`src/rtl/rvdec_pkg.sv`:
```
package rvdec_pkg;

  // Major opcodes
  localparam logic [6:0] OPC_OP     = 7'b0110011;
  localparam logic [6:0] OPC_OPIMM  = 7'b0010011;
  localparam logic [6:0] OPC_LOAD   = 7'b0000011;
  localparam logic [6:0] OPC_STORE  = 7'b0100011;
  localparam logic [6:0] OPC_BRANCH = 7'b1100011;
  localparam logic [6:0] OPC_JAL    = 7'b1101111;
  localparam logic [6:0] OPC_JALR   = 7'b1100111;
  localparam logic [6:0] OPC_LUI    = 7'b0110111;

  localparam logic [6:0] F7_BASE = 7'b0000000;
  localparam logic [6:0] F7_ALT  = 7'b0100000;
  localparam logic [5:0] F6_BASE = 6'b000000;
  localparam logic [5:0] F6_ALT  = 6'b010000;

  // Mnemonic codes
  localparam logic [5:0] MN_INVALID = 6'd0;
  localparam logic [5:0] MN_ADD  = 6'd1;
  localparam logic [5:0] MN_SUB  = 6'd2;
  localparam logic [5:0] MN_AND  = 6'd3;
  localparam logic [5:0] MN_OR   = 6'd4;
  localparam logic [5:0] MN_XOR  = 6'd5;
  localparam logic [5:0] MN_SLL  = 6'd6;
  localparam logic [5:0] MN_SRL  = 6'd7;
  localparam logic [5:0] MN_SRA  = 6'd8;
  localparam logic [5:0] MN_ADDI = 6'd9;
  localparam logic [5:0] MN_ANDI = 6'd10;
  localparam logic [5:0] MN_ORI  = 6'd11;
  localparam logic [5:0] MN_XORI = 6'd12;
  localparam logic [5:0] MN_SLLI = 6'd13;
  localparam logic [5:0] MN_SRLI = 6'd14;
  localparam logic [5:0] MN_SRAI = 6'd15;
  localparam logic [5:0] MN_LB   = 6'd16;
  localparam logic [5:0] MN_LH   = 6'd17;
  localparam logic [5:0] MN_LW   = 6'd18;
  localparam logic [5:0] MN_LD   = 6'd19;
  localparam logic [5:0] MN_LBU  = 6'd20;
  localparam logic [5:0] MN_LHU  = 6'd21;
  localparam logic [5:0] MN_LWU  = 6'd22;
  localparam logic [5:0] MN_SB   = 6'd23;
  localparam logic [5:0] MN_SH   = 6'd24;
  localparam logic [5:0] MN_SW   = 6'd25;
  localparam logic [5:0] MN_SD   = 6'd26;
  localparam logic [5:0] MN_BEQ  = 6'd27;
  localparam logic [5:0] MN_BNE  = 6'd28;
  localparam logic [5:0] MN_BLT  = 6'd29;
  localparam logic [5:0] MN_BGE  = 6'd30;
  localparam logic [5:0] MN_BLTU = 6'd31;
  localparam logic [5:0] MN_BGEU = 6'd32;
  localparam logic [5:0] MN_JAL  = 6'd33;
  localparam logic [5:0] MN_JALR = 6'd34;
  localparam logic [5:0] MN_LUI  = 6'd35;

  // Decoded fields handed from the decoder to the target unit and result register
  typedef struct packed {
    logic [5:0]  mnemonic;
    logic [4:0]  rd;
    logic [4:0]  rs1;
    logic [4:0]  rs2;
    logic [20:0] imm;
    logic        jump;
  } dec_t;

endpackage

```
`src/rtl/rvdec_decode.sv`:
```
module rvdec_decode
  import rvdec_pkg::*;
(
  input  logic [31:0] instr_word,
  output dec_t        dec
);

  logic [6:0]  opc;
  logic [2:0]  f3;
  logic [6:0]  f7;
  logic [5:0]  f6;
  logic [20:0] imm_i;
  dec_t        raw;

  assign opc   = instr_word[6:0];
  assign f3    = instr_word[14:12];
  assign f7    = instr_word[31:25];
  assign f6    = instr_word[31:26];
  assign imm_i = {{9{instr_word[31]}}, instr_word[31:20]};

  always_comb begin
    raw          = '0;
    raw.mnemonic = MN_INVALID;
    case (opc)
      OPC_OP: begin
        raw.rd  = instr_word[11:7];
        raw.rs1 = instr_word[19:15];
        raw.rs2 = instr_word[24:20];
        if (f7 == F7_BASE) begin
          case (f3)
            3'd0:    raw.mnemonic = MN_ADD;
            3'd1:    raw.mnemonic = MN_SLL;
            3'd4:    raw.mnemonic = MN_XOR;
            3'd5:    raw.mnemonic = MN_SRL;
            3'd6:    raw.mnemonic = MN_OR;
            3'd7:    raw.mnemonic = MN_AND;
            default: raw.mnemonic = MN_INVALID;
          endcase
        end else if (f7 == F7_ALT) begin
          case (f3)
            3'd0:    raw.mnemonic = MN_SUB;
            3'd5:    raw.mnemonic = MN_SRA;
            default: raw.mnemonic = MN_INVALID;
          endcase
        end
      end
      OPC_OPIMM: begin
        raw.rd  = instr_word[11:7];
        raw.rs1 = instr_word[19:15];
        if (f3 inside {3'd0, 3'd4, 3'd6, 3'd7}) begin
          raw.imm = imm_i;
          case (f3)
            3'd0:    raw.mnemonic = MN_ADDI;
            3'd4:    raw.mnemonic = MN_XORI;
            3'd6:    raw.mnemonic = MN_ORI;
            default: raw.mnemonic = MN_ANDI;
          endcase
        end else begin
          // shifts: 6-bit shamt, funct6 selects logical/arithmetic
          raw.imm = {15'd0, instr_word[25:20]};
          if (f3 == 3'd1 && f6 == F6_BASE)      raw.mnemonic = MN_SLLI;
          else if (f3 == 3'd5 && f6 == F6_BASE) raw.mnemonic = MN_SRLI;
          else if (f3 == 3'd5 && f6 == F6_ALT)  raw.mnemonic = MN_SRAI;
        end
      end
      OPC_LOAD: begin
        raw.rd  = instr_word[11:7];
        raw.rs1 = instr_word[19:15];
        raw.imm = imm_i;
        case (f3)
          3'd0:    raw.mnemonic = MN_LB;
          3'd1:    raw.mnemonic = MN_LH;
          3'd2:    raw.mnemonic = MN_LW;
          3'd3:    raw.mnemonic = MN_LD;
          3'd4:    raw.mnemonic = MN_LBU;
          3'd5:    raw.mnemonic = MN_LHU;
          3'd6:    raw.mnemonic = MN_LWU;
          default: raw.mnemonic = MN_INVALID;
        endcase
      end
      OPC_STORE: begin
        raw.rs1 = instr_word[19:15];
        raw.rs2 = instr_word[24:20];
        raw.imm = {{9{instr_word[31]}}, instr_word[31:25], instr_word[11:7]};
        case (f3)
          3'd0:    raw.mnemonic = MN_SB;
          3'd1:    raw.mnemonic = MN_SH;
          3'd2:    raw.mnemonic = MN_SW;
          3'd3:    raw.mnemonic = MN_SD;
          default: raw.mnemonic = MN_INVALID;
        endcase
      end
      OPC_BRANCH: begin
        raw.rs1  = instr_word[19:15];
        raw.rs2  = instr_word[24:20];
        raw.jump = 1'b1;
        raw.imm  = {{8{instr_word[31]}}, instr_word[31], instr_word[7],
                    instr_word[30:25], instr_word[11:8], 1'b0};
        case (f3)
          3'd0:    raw.mnemonic = MN_BEQ;
          3'd1:    raw.mnemonic = MN_BNE;
          3'd4:    raw.mnemonic = MN_BLT;
          3'd5:    raw.mnemonic = MN_BGE;
          3'd6:    raw.mnemonic = MN_BLTU;
          3'd7:    raw.mnemonic = MN_BGEU;
          default: raw.mnemonic = MN_INVALID;
        endcase
      end
      OPC_JAL: begin
        raw.mnemonic = MN_JAL;
        raw.rd       = instr_word[11:7];
        raw.jump     = 1'b1;
        raw.imm      = {instr_word[31], instr_word[19:12], instr_word[20],
                        instr_word[30:21], 1'b0};
      end
      OPC_JALR: begin
        raw.mnemonic = (f3 == 3'd0) ? MN_JALR : MN_INVALID;
        raw.rd       = instr_word[11:7];
        raw.rs1      = instr_word[19:15];
        raw.imm      = imm_i;
      end
      OPC_LUI: begin
        raw.mnemonic = MN_LUI;
        raw.rd       = instr_word[11:7];
        raw.imm      = {1'b0, instr_word[31:12]};
      end
      default: raw.mnemonic = MN_INVALID;
    endcase
  end

  // invalid encodings report all-zero operands
  assign dec = (raw.mnemonic == MN_INVALID) ? '0 : raw;

endmodule

```
`src/rtl/rvdec_target.sv`:
```
module rvdec_target
  import rvdec_pkg::*;
(
  input  dec_t        dec,
  input  logic [15:0] line_number,
  output logic        has_target,
  output logic [18:0] target_line
);

  logic [20:0] imm_adj;
  logic [18:0] quot;
  logic [19:0] sum;

  // offset/4 rounded toward zero: bias negatives by 3 before the shift
  assign imm_adj = dec.imm + {19'd0, dec.imm[20], dec.imm[20]};
  assign quot    = imm_adj[20:2];
  assign sum     = {quot[18], quot} + {4'd0, line_number};

  assign has_target  = dec.jump && !sum[19];
  assign target_line = has_target ? sum[18:0] : 19'd0;

endmodule

```
`src/rtl/rv64i_instruction_decoder_core.sv`:
```
// RV64I instruction decoder. Each transfer on the input channel carries one
// 32-bit instruction word and its one-based line number; each transfer on
// the output channel returns one decoded result: mnemonic code (0 = invalid,
// 1..35 = add..lui), rd/rs1/rs2 (zero where the format has no such field),
// the sign-extended immediate (shamt for immediate shifts, raw upper 20 bits
// for lui) and, for branches and jal, the target line = line + offset/4
// truncated toward zero, flagged by has_target when non-negative. Invalid
// encodings return all-zero fields. Throughput is one instruction per clock
// while out_ready is high. The path is one input register, the decode and
// target add, then one result register. Both stages hold their contents
// under back-pressure, so in_ready drops only when both stages are full and
// out_ready is low.
module rv64i_instruction_decoder_core
  import rvdec_pkg::*;
(
  input  logic               clk,
  input  logic               rst,

  input  logic               in_valid,
  output logic               in_ready,
  input  logic [31:0]        instr_word,
  input  logic [15:0]        line_number,

  output logic               out_valid,
  input  logic               out_ready,
  output logic [5:0]         mnemonic,
  output logic [4:0]         dest_reg,
  output logic [4:0]         src1_reg,
  output logic [4:0]         src2_reg,
  output logic signed [20:0] immediate,
  output logic               has_target,
  output logic [18:0]        target_line
);

  // input stage
  logic        in_full;
  logic [31:0] word_q;
  logic [15:0] line_q;

  // decode results
  dec_t        dec;
  logic        tgt_has;
  logic [18:0] tgt_line;

  logic        out_load;

  // result register frees when empty or when its transfer completes
  assign out_load = !out_valid || out_ready;
  assign in_ready = !in_full || out_load;

  always_ff @(posedge clk) begin
    if (rst) begin
      in_full <= 1'b0;
    end else if (in_ready) begin
      in_full <= in_valid;
    end
  end

  always_ff @(posedge clk) begin
    if (in_valid && in_ready) begin
      word_q <= instr_word;
      line_q <= line_number;
    end
  end

  rvdec_decode u_decode (
    .instr_word (word_q),
    .dec        (dec)
  );

  rvdec_target u_target (
    .dec         (dec),
    .line_number (line_q),
    .has_target  (tgt_has),
    .target_line (tgt_line)
  );

  // result register
  always_ff @(posedge clk) begin
    if (rst) begin
      out_valid <= 1'b0;
    end else if (out_load) begin
      out_valid <= in_full;
    end
  end

  always_ff @(posedge clk) begin
    if (out_load && in_full) begin
      mnemonic    <= dec.mnemonic;
      dest_reg    <= dec.rd;
      src1_reg    <= dec.rs1;
      src2_reg    <= dec.rs2;
      immediate   <= dec.imm;
      has_target  <= tgt_has;
      target_line <= tgt_line;
    end
  end

`ifndef SYNTHESIS
  // only branches and jal carry a target
  assert property (@(posedge clk) disable iff (rst)
    out_valid && has_target |-> (mnemonic >= MN_BEQ && mnemonic <= MN_JAL))
    else $error("has_target on a non-jump mnemonic");

  // invalid encodings report zero operands
  assert property (@(posedge clk) disable iff (rst)
    out_valid && mnemonic == MN_INVALID |->
      (dest_reg == 5'd0 && src1_reg == 5'd0 && src2_reg == 5'd0 &&
       immediate == 21'sd0 && !has_target))
    else $error("invalid encoding with nonzero fields");

  // a target line without the flag means a lost clear
  assert property (@(posedge clk) disable iff (rst)
    out_valid && !has_target |-> target_line == 19'd0)
    else $error("target_line set without has_target");

  // an accepted word lands in the input stage
  assert property (@(posedge clk) disable iff (rst)
    in_valid && in_ready |=> in_full)
    else $error("accepted word not held in input stage");

  // a full input stage moves on whenever the result register frees
  assert property (@(posedge clk) disable iff (rst)
    in_full && out_load |=> out_valid)
    else $error("decoded word not passed to result register");
`endif

endmodule

```
`config.mk`:
```
export PLATFORM = sky130hd
export DESIGN_NAME = rv64i_instruction_decoder_core
export DESIGN_NICKNAME = d
export VERILOG_FILES = /design/src/rtl/rvdec_pkg.sv /design/src/rtl/rvdec_decode.sv /design/src/rtl/rvdec_target.sv /design/src/rtl/rv64i_instruction_decoder_core.sv
export SDC_FILE = /design/constraint.sdc
export NUM_CORES = 1
export LEC_CHECK = 0
export BUFFER_PORTS_ARGS = -buffer_cell sky130_fd_sc_hd__buf_2
export CAP_MARGIN = 30
export CORE_AREA = 2 2 120 122
export DETAILED_ROUTE_END_ITERATION = 8
export DIE_AREA = 0 0 122 124
export PLACE_DENSITY = 0.68
export SYNTH_ARGS = -nofsm -noshare
export SYNTH_HDL_FRONTEND = slang
export SYNTH_HIERARCHICAL = 1
export SYNTH_SLANG_ARGS = --single-unit
```
`constraint.sdc`:
```
create_clock -name clk -period 4.97 [get_ports clk]
set_input_delay 0 -clock clk [delete_from_list [all_inputs] [get_ports clk]]
set_output_delay 0 -clock clk [all_outputs]
set_load 0.02 [all_outputs]
```
==> flow_summary.toml, run 1 <==
[clock_tree]
insertion_delay_ns = 0.35
cts_tree = "built"
htreeDepth = 3
cts_buffers = 9
cts_buffer_depth = 2
clk_pin_slew_ns = 0.07
clockRootBuffer = "clkbuf_16"
cts_num_sinks = 112

[layout]
layout_commonest_cell = "buf_4"
fin_area_um2 = 8720
drive_above_1_share_pct = 41.7
regMostFlops = "word_q"
top_regs = "word_q x32, immediate x21, target_line x19"
largest_register_ffs = 32
syn_to_final_growth_pct = 43.6
layout_common_cells = "138 x buf_4, 115 x buf_2, 110 x edfxtp_1"
finalNetCount = 871
fillers = 1073
diodes = 0

[global_route]
grt_pass1_wl_um = 26400
antenna_found_initial = 0
grt_max_degree = 63
grt-ovfl-total = 0
grt_pass1_vias = 5221
track_usage_pct = 23.3

[synthesis]
syn_area_um2 = 6070
ys_top_cells_by_area = "edfxtp_1 54%, a21oi_2 3.6%, ha_1 3.5%"
synthCells = 506
synth_top_area_share_pct = 54.4
avgSynthCellArea_um2 = 12.0
ys_types = 74
yosysWarnings = 6
ys_seq_area_share_pct = 55.1
ys.flop_type = "edfxtp_1"
ys_ff_latch = 112
synth_top_cell_by_area = "edfxtp_1"
synth_edf_count = 110
syn-num-nets = 576
async_reset_ff_share_pct = 0

[routing]
vias_per_cell = 5.35
vias = 5274
route.met3.wl_um = 943
wl_met2_um = 7990
drt-met1-wl_um = 7740
first_pass_iters = 5
drt_iter0_drc = 365
drcViolationCount = 0
routed.top_layer = "met4"
drtAntennaViolNets = 0
wirelength_um = 17100
post_drt_wl_per_cell_um = 17.4

[floorplan]
io_pins = 116
coreArea_um2 = 13700
start_util_pct = 44.2
die_h_um = 124
die-area_um2 = 15100
die_w_um = 122
rows = 43

[sta]
tns_ns = -3.03
grt_setup_unrepaired = "true"
max_slew.worst_pin.slew_ns = 0.843
hold_viol = 0
maxSlewViolCount = 0
fin_crit_sh_pct = 104
finalCriticalPeriod_ns = 5.18
max_freq_mhz = 193
whs_ns = 0.326
setup_slack_ns = -0.207
setup_viol = 20
skew_ns = 0.00810
relSlewSlack_pct = 43.8

[critical_path]
worstSetupPathType = "flop to flop"
crit_path_start_kind = "flop"
critPathMaxFanout = 9
critPathArrivalTime_ns = 5.28
critical_path.endpoint_type = "flop"
required_ns = 5.08

[pwr]
p_leak_uw = 0.00343
power_density_nw_per_um2 = 242
ir_drop_mv = 0.180

[place]
gp_congestion = 0.949
dp_slack_ns = -0.259
port_buffers = 115
dpl.hpwl_um = 12700
dpl-instance-area_um2 = 7700

[worst_hold_path]
min_path_type = "input pin to flop"

[status]
status = "complete, but fails checks"
violations = "negative setup slack"

[flow_run]
maxCapViolations = 0
logic make-up after synthesis:
kind of cell	share of synthesized area [%]
AO/OA/AOI/OAI	17.9
XOR/XNOR	4.18
adder cells (fa/ha/maj)	3.83
buffers and inverters	3.36
flip-flops	55.1
multiplexers	0.350
AND/OR/NAND/NOR	15.3
final timing paths:
path / cells past startpoint / to / start / slack [ns]
worst max-delay path: 23 / target_line[14] / word_q[2] / -0.21
worst max register to register: 23 / target_line[14] / word_q[2] / -0.21
worst min register to register: 2 / out_valid / in_full / 0.51
worst min-delay path: 2 / word_q[0] / in_valid / 0.33
Yosys cell counts, types with 5 or more instances:
| master | count |
|---|---|
| a21oi_1 | 37 |
| nand4_1 | 7 |
| inv_1 | 10 |
| nand2b_1 | 5 |
| buf_4 | 5 |
| a21o_1 | 6 |
| a21oi_2 | 25 |
| xor2_1 | 9 |
| and2_1 | 11 |
| buf_6 | 6 |
| nor2b_1 | 9 |
| nor2_1 | 25 |
| nand2_1 | 40 |
| buf_2 | 9 |
| xnor2_1 | 20 |
| o21ai_0 | 18 |
| nor4_1 | 8 |
| edfxtp_1 | 110 |
| a221oi_1 | 9 |
| nand3_1 | 14 |
| nor3_1 | 10 |
| ha_1 | 17 |
| a22oi_1 | 7 |
where the power goes:
part           switching (uW)  internal (uW)  total [uW]
sequential               31.2           1090        1120
combinational             156            131         287
clock                     314            386         699
repair_timing:
item / in CTS / in global routing
resized for setup: 8 / 17
pin swaps: 1 / 22
hold buffers: 51 / 0
endpoints found under the hold margin: 50 / 0
endpoints found under the setup margin: 20 / 20
buffers inserted: 1 / 15
cell type report:
type | count | area [um^2] | area share [%]
clock buffer | 9 | 225 | 2.58
clock inverter | 7 | 62.6 | 0.718
inverter | 10 | 37.5 | 0.431
multi-input combinational | 360 | 2660 | 30.5
sequential | 112 | 3340 | 38.4
tap | 180 | 225 | 2.58
timing repair buffer | 308 | 2170 | 24.9
per-stage QoR:
stage | cells | power (uW) | util, %
floorplan | 506 | 1260 | -
global placement | 903 | 1380 | 56.1
detailed placement | 903 | 1380 | 56.1
CTS | 971 | 2110 | 62.3
global route | 986 | 2180 | 63.5
finish | 986 | 2110 | 63.5
per-layer routing:
| metal | track usage, % | vias to the layer above |
|---|---|---|
| li1 | - | 2552 |
| met5 | 0 | - |
| met1 | 31.7 | 2511 |
| met4 | 9.63 | 0 |
| met3 | 3.16 | 30 |
| met2 | 37.7 | 181 |
worst max-delay path, stage by stage, from the launching register on:
cell and delay [ns]:
edfxtp_1 0.49, nor4bb_2 0.44, buf_4 0.25, nand4b_1 0.13
o22ai_1 0.18, nand4bb_1 0.22, nor2_4 0.10, a21oi_2 0.22
ha_4 0.17, a31oi_4 0.10, nor3_4 0.28, nand2_2 0.15
nor2_4 0.16, nand3_2 0.09, xnor2_1 0.12, ha_1 0.34
a21oi_2 0.18, o21ai_4 0.09, nor4b_4 0.33, a21oi_2 0.12
a2111oi_4 0.32, nor3_2 0.09, buf_4 0.17, and3b_1 0.16
(Power assumes the default switching activity.)
==> inputs of run 2 (changes only) <==
RECOVER_POWER = 100   (was default)
==> flow_summary.toml, run 2 (synthesis gave the netlist of run 1 again) <==
[layout]
diodes = 0
multi_input_area_um2 = 2650
layout_commonest_cell = "buf_4"
largest_register_ffs = 32
layout_common_cells = "137 x buf_4, 110 x edfxtp_1, 69 x clkbuf_1"
syn_to_final_growth_pct = 41.9
post-route-util_pct = 62.8
regMostFlops = "word_q"
fin_area_um2 = 8620
fillers = 1118
finalNetCount = 871
top_regs = "word_q x32, immediate x21, target_line x19"
register_area_um2 = 3340
drive_above_1_share_pct = 33.0

[sta]
skew_ns = 0.00765
hold_viol = 0
finalCriticalPeriod_ns = 5.19
relSlewSlack_pct = -124
max_slew.worst_pin.slew_ns = 3.36
fin_crit_sh_pct = 105
maxSlewViolCount = 112
setup_viol = 20
whs_ns = 0.352
grt_setup_unrepaired = "true"
max_freq_mhz = 193
setup_slack_ns = -0.224

[critical_path]
crit-reg2reg-launch = "word_q[2]"
rrSetupSlack_ns = -0.22
critPathArrivalTime_ns = 5.30
required_ns = 5.08
critPathMaxFanout = 9
worstSetupPathType = "flop to flop"
max_stage_delay_ns = 0.49
path_buf_inv = 2
cp_top_family = "simple AND/OR/NAND/NOR gates"
path_common_cell = "a21oi_2"
crit_path_start_kind = "flop"
critical_path.endpoint_type = "flop"
r2r_cells = 23
crit_slowest_cell = "edfxtp_1"
rr_endpoint = "target_line[14]"
crit_chain = "nor4bb_2 > buf_4 > nand4b_1 > o22ai_1 > nand4bb_1 > nor2_4 > a21oi_2 > ha_4 > a31oi_4 > nor3_4 > nand2_2 > nor2_4 > nand3_2 > xnor2_1 > ha_1 > a21oi_2 > o21ai_4 > nor4b_4 > a21oi_2 > a2111oi_4 > nor3_2 > buf_4 > and3b_1"

[floorplan]
rows = 43
coreArea_um2 = 13700
die_h_um = 124
die-area_um2 = 15100
die_w_um = 122
io_pins = 116
start_util_pct = 44.2

[status]
status = "complete, but fails checks"
violations = "max-capacitance violations, max-slew violations, negative setup slack"

[global_route]
antenna_found_initial = 0
grt_pass1_vias = 5221
grt-ovfl-total = 0
track_usage_pct = 23.3
grt_max_degree = 63
grt_pass1_wl_um = 26400

[routing]
drtAntennaViolNets = 0
vias = 5317
post_drt_wl_per_cell_um = 17.4
first_pass_iters = 5
drt_iter0_drc = 392
vias_per_cell = 5.39
wirelength_um = 17200
drcViolationCount = 0

[clock_tree]
cts_tree = "built"
cts_num_sinks = 112
clk_pin_slew_ns = 0.07
clockRootBuffer = "clkbuf_16"
cts_buffers = 9
cts_buffer_depth = 2
htreeDepth = 3
insertion_delay_ns = 0.35

[worst_hold_path]
min_from = "line_number[8]"
worstHoldEndpoint = "line_q[8]"
hold_path_depth = 2
min_path_type = "input pin to flop"

[flow_run]
maxCapViolations = 2

[place]
gp_congestion = 0.949
port_buffers = 115
dpl-instance-area_um2 = 7700
dpl.hpwl_um = 12700

[pwr]
ir_drop_mv = 0.181
p_leak_uw = 0.00324
power_density_nw_per_um2 = 244
run 2: per-stage QoR:
stage,TNS (ns),cells,total power (uW),setup WS (ns)
floorplan,-0.514,506,1260,-0.0729
global placement,-1.44,903,1380,-0.115
detailed placement,-4.02,903,1380,-0.259
CTS,-0.0646,971,2110,-0.0250
global route,-7.22,986,2170,-0.412
finish,-3.34,986,2110,-0.224
run 2: worst max-delay path by stage:
stage | start | cells after the start | slack, ns | end
after CTS | word_q[2] | 23 | -0.02 | target_line[14]
after global routing | word_q[14] | 23 | -0.41 | target_line[14]
after detailed placement | word_q[2] | 22 | -0.26 | target_line[14]
after global placement | word_q[2] | 22 | -0.11 | target_line[14]
final | word_q[2] | 23 | -0.22 | target_line[14]
after floorplan | word_q[6] | 23 | -0.07 | target_line[1]
run 2: power by group:
group	switching (uW)	leakage, uW	internal (uW)
Clock	314	0.000140	386
Sequential	32.1	0.00103	1100
Combinational	156	0.00207	122
run 2: layout make-up:
| cell class | instances | share of cell area [%] |
|---|---|---|
| multi-input cells | 360 | 30.7 |
| clock buffers | 9 | 2.61 |
| flip-flops and latches | 112 | 38.8 |
| inverters | 10 | 0.436 |
| well taps | 180 | 2.61 |
| repair buffers | 308 | 24.1 |
| clock inverters | 7 | 0.726 |
run 2: layer usage:
metal  wire, um  up-vias  GRT usage [%]
met2       7980      211           37.7
met5          0        -              0
met4        450        0           9.63
met3       1100       32           3.16
met1       7630     2522           31.7
li1           -     2552              -
run 2: timing repair:
action,4_1_cts,5_1_grt
pin swaps,1,22
setup endpoints to repair,20,20
cloned,0,0
hold buffers,51,0
buffers inserted,1,15
endpoints found under the hold margin,50,0
gates resized for setup,8,17
run 2: worst register-to-register path: stages (launching register included):
cell and delay [ns]:
edfxtp_1 0.49, nor4bb_2 0.44, buf_4 0.25, nand4b_1 0.13, o22ai_1 0.18, nand4bb_1 0.22
nor2_4 0.10, a21oi_2 0.23, ha_4 0.18, a31oi_4 0.10, nor3_4 0.29, nand2_2 0.15
nor2_4 0.16, nand3_2 0.09, xnor2_1 0.12, ha_1 0.34, a21oi_2 0.18, o21ai_4 0.10
nor4b_4 0.33, a21oi_2 0.12, a2111oi_4 0.32, nor3_2 0.09, buf_4 0.17, and3b_1 0.16
==> inputs of run 3 (changes only) <==
PLACE_DENSITY = 0.66   (was 0.68)
clock period = 5.6 ns   (was 4.97 ns; I/O delays follow)
==> flow_summary.toml, run 3 (synthesis gave the netlist of run 1 again) <==
[layout]
layout_common_cells = "110 x edfxtp_1, 71 x clkbuf_1, 64 x buf_4"
layout_commonest_cell = "edfxtp_1"
top_regs = "word_q x32, immediate x21, target_line x19"
post-route-util_pct = 57.9
fin_area_um2 = 7950
finalNetCount = 794
drive_above_1_share_pct = 24.1
largest_register_ffs = 32
diodes = 0
syn_to_final_growth_pct = 30.9
regMostFlops = "word_q"

[routing]
drcViolationCount = 0
vias = 4956
first_pass_iters = 7
post_drt_wl_per_cell_um = 17.8
drtAntennaViolNets = 0
drt-met1-wl_um = 7160
wirelength_um = 16200
vias_per_cell = 5.45
route.met3.wl_um = 1280
wl_met2_um = 7500
routed.top_layer = "met4"
drt_iter0_drc = 510

[flow_run]
maxCapViolations = 2

[pwr]
ir_drop_mv = 0.237
p_int_uw = 1410
clkPwrFrac_pct = 35.3
p_switching_uw = 469
pwr-share-seq_pct = 53.3
swShare_pct = 24.9
p_leak_uw = 0.00284
power_density_nw_per_um2 = 237
combPwrFrac_pct = 11.5

[status]
status = "complete, but fails checks"
violations = "max-capacitance violations, max-slew violations"

[floorplan]
io_pins = 116
start_util_pct = 44.2
die-area_um2 = 15100
coreArea_um2 = 13700
die_w_um = 122
die_h_um = 124
rows = 43

[sta]
grt_setup_unrepaired = "true"
skew_ns = 0.0145
max_slew.worst_pin.slew_ns = 3.44
setup_viol = 0
tns_ns = 0
maxSlewViolCount = 100
setup_slack_ns = 0.313
finalCriticalPeriod_ns = 5.29
max_freq_mhz = 189
whs_ns = 0.336
hold_viol = 0
fin_crit_sh_pct = 94.4
relSlewSlack_pct = -129

[critical_path]
worstSetupPathType = "flop to flop"
critPathMaxFanout = 11
critPathArrivalTime_ns = 5.40
critical_path.endpoint_type = "flop"
required_ns = 5.71
crit_path_start_kind = "flop"

[place]
dpl.hpwl_um = 11500
dp_slack_ns = 0.0424
port_buffers = 115
dpl-instance-area_um2 = 7110
gp_congestion = 0.887

[global_route]
antenna_found_initial = 0
track_usage_pct = 21.8
grt_pass1_wl_um = 24500
grt_pass1_vias = 4698
grt-ovfl-total = 0
grt_max_degree = 51

[clock_tree]
cts_buffer_depth = 2
clk_pin_slew_ns = 0.08
clockRootBuffer = "clkbuf_16"
htreeDepth = 3
cts_buffers = 9
insertion_delay_ns = 0.37
cts_tree = "built"
cts_num_sinks = 112

[worst_hold_path]
min_path_type = "input pin to flop"
-- run 3: cell count changes in the layout (fill, tap and decap cells not counted), sizes merged --
| cell | delta |
|---|---|
| buf | -79 |
| clkbuf | +2 |
| clkinv | -2 |
| clkinvlp | +1 |
| inv | +1 |
-- run 3: routing by layer --
| layer | track usage, % | vias to the layer above |
|---|---|---|
| li1 | - | 2388 |
| met1 | 29.7 | 2323 |
| met2 | 35.0 | 223 |
| met3 | 4.53 | 22 |
| met4 | 6.90 | 0 |
| met5 | 0 | - |
-- run 3: timing repair --
| item | CTS | global route |
|---|---|---|
| endpoints found under the setup margin | 2 | 20 |
| buffers inserted | 3 | 9 |
| gates resized for setup | 0 | 8 |
| hold buffers | 51 | 0 |
| pin swaps | 0 | 2 |
| endpoints found under the hold margin | 50 | 0 |
-- run 3: layout make-up --
cell class | count | area (um^2)
clock buffers | 9 | 225
multi-input cells | 360 | 2550
fillers | 1210 | 5770
inverters | 10 | 37.5
flip-flops and latches | 112 | 3340
repair buffers | 231 | 1480
well taps | 180 | 225
clock inverters | 7 | 81.3
-- run 3: through the flow --
step / total power, uW / std cells
2_1_floorplan: 1120 / 506
3_3_place_gp: 1200 / 830
3_5_place_dp: 1200 / 830
4_1_cts: 1890 / 900
5_1_grt: 1940 / 909
6_report: 1880 / 909
-- run 3: worst paths after layout --
kind                                startpoint              to  slack (ns)  depth (start not counted)
worst max-delay path                 word_q[5]  target_line[1]        0.31                         23
worst min-delay path            instr_word[22]      word_q[22]        0.34                          2
worst max register to register       word_q[5]  target_line[1]        0.31                         23
worst min register to register         in_full       out_valid        0.47                          2
-- run 3: critical path, cell delays in order, from the launching register on --
cell       delay, ns
edfxtp_1        0.53
a211o_1         0.32
a2111oi_1       0.52
buf_4           0.19
a211o_1         0.18
nor4_4          0.09
buf_4           0.17
a22oi_1         0.26
nand4_1         0.18
nor3_4          0.15
nand2_1         0.12
nor2_1          0.15
buf_4           0.14
nand2_1         0.06
xnor2_1         0.18
ha_1            0.28
nand2_1         0.12
o21ai_2         0.12
nor4b_4         0.30
a21oi_2         0.12
a2111oi_4       0.38
nor3_2          0.13
buf_4           0.19
and2_1          0.16
-- run 3: power by group through the flow --
stage / registers [uW] / clock network, uW / logic [uW]
2_1_floorplan: 1030 / 0 / 86.7
3_3_place_gp: 1020 / 0 / 181
3_5_place_dp: 1020 / 0 / 183
4_1_cts: 999 / 673 / 214
5_1_grt: 1010 / 699 / 234
6_report: 1000 / 663 / 215
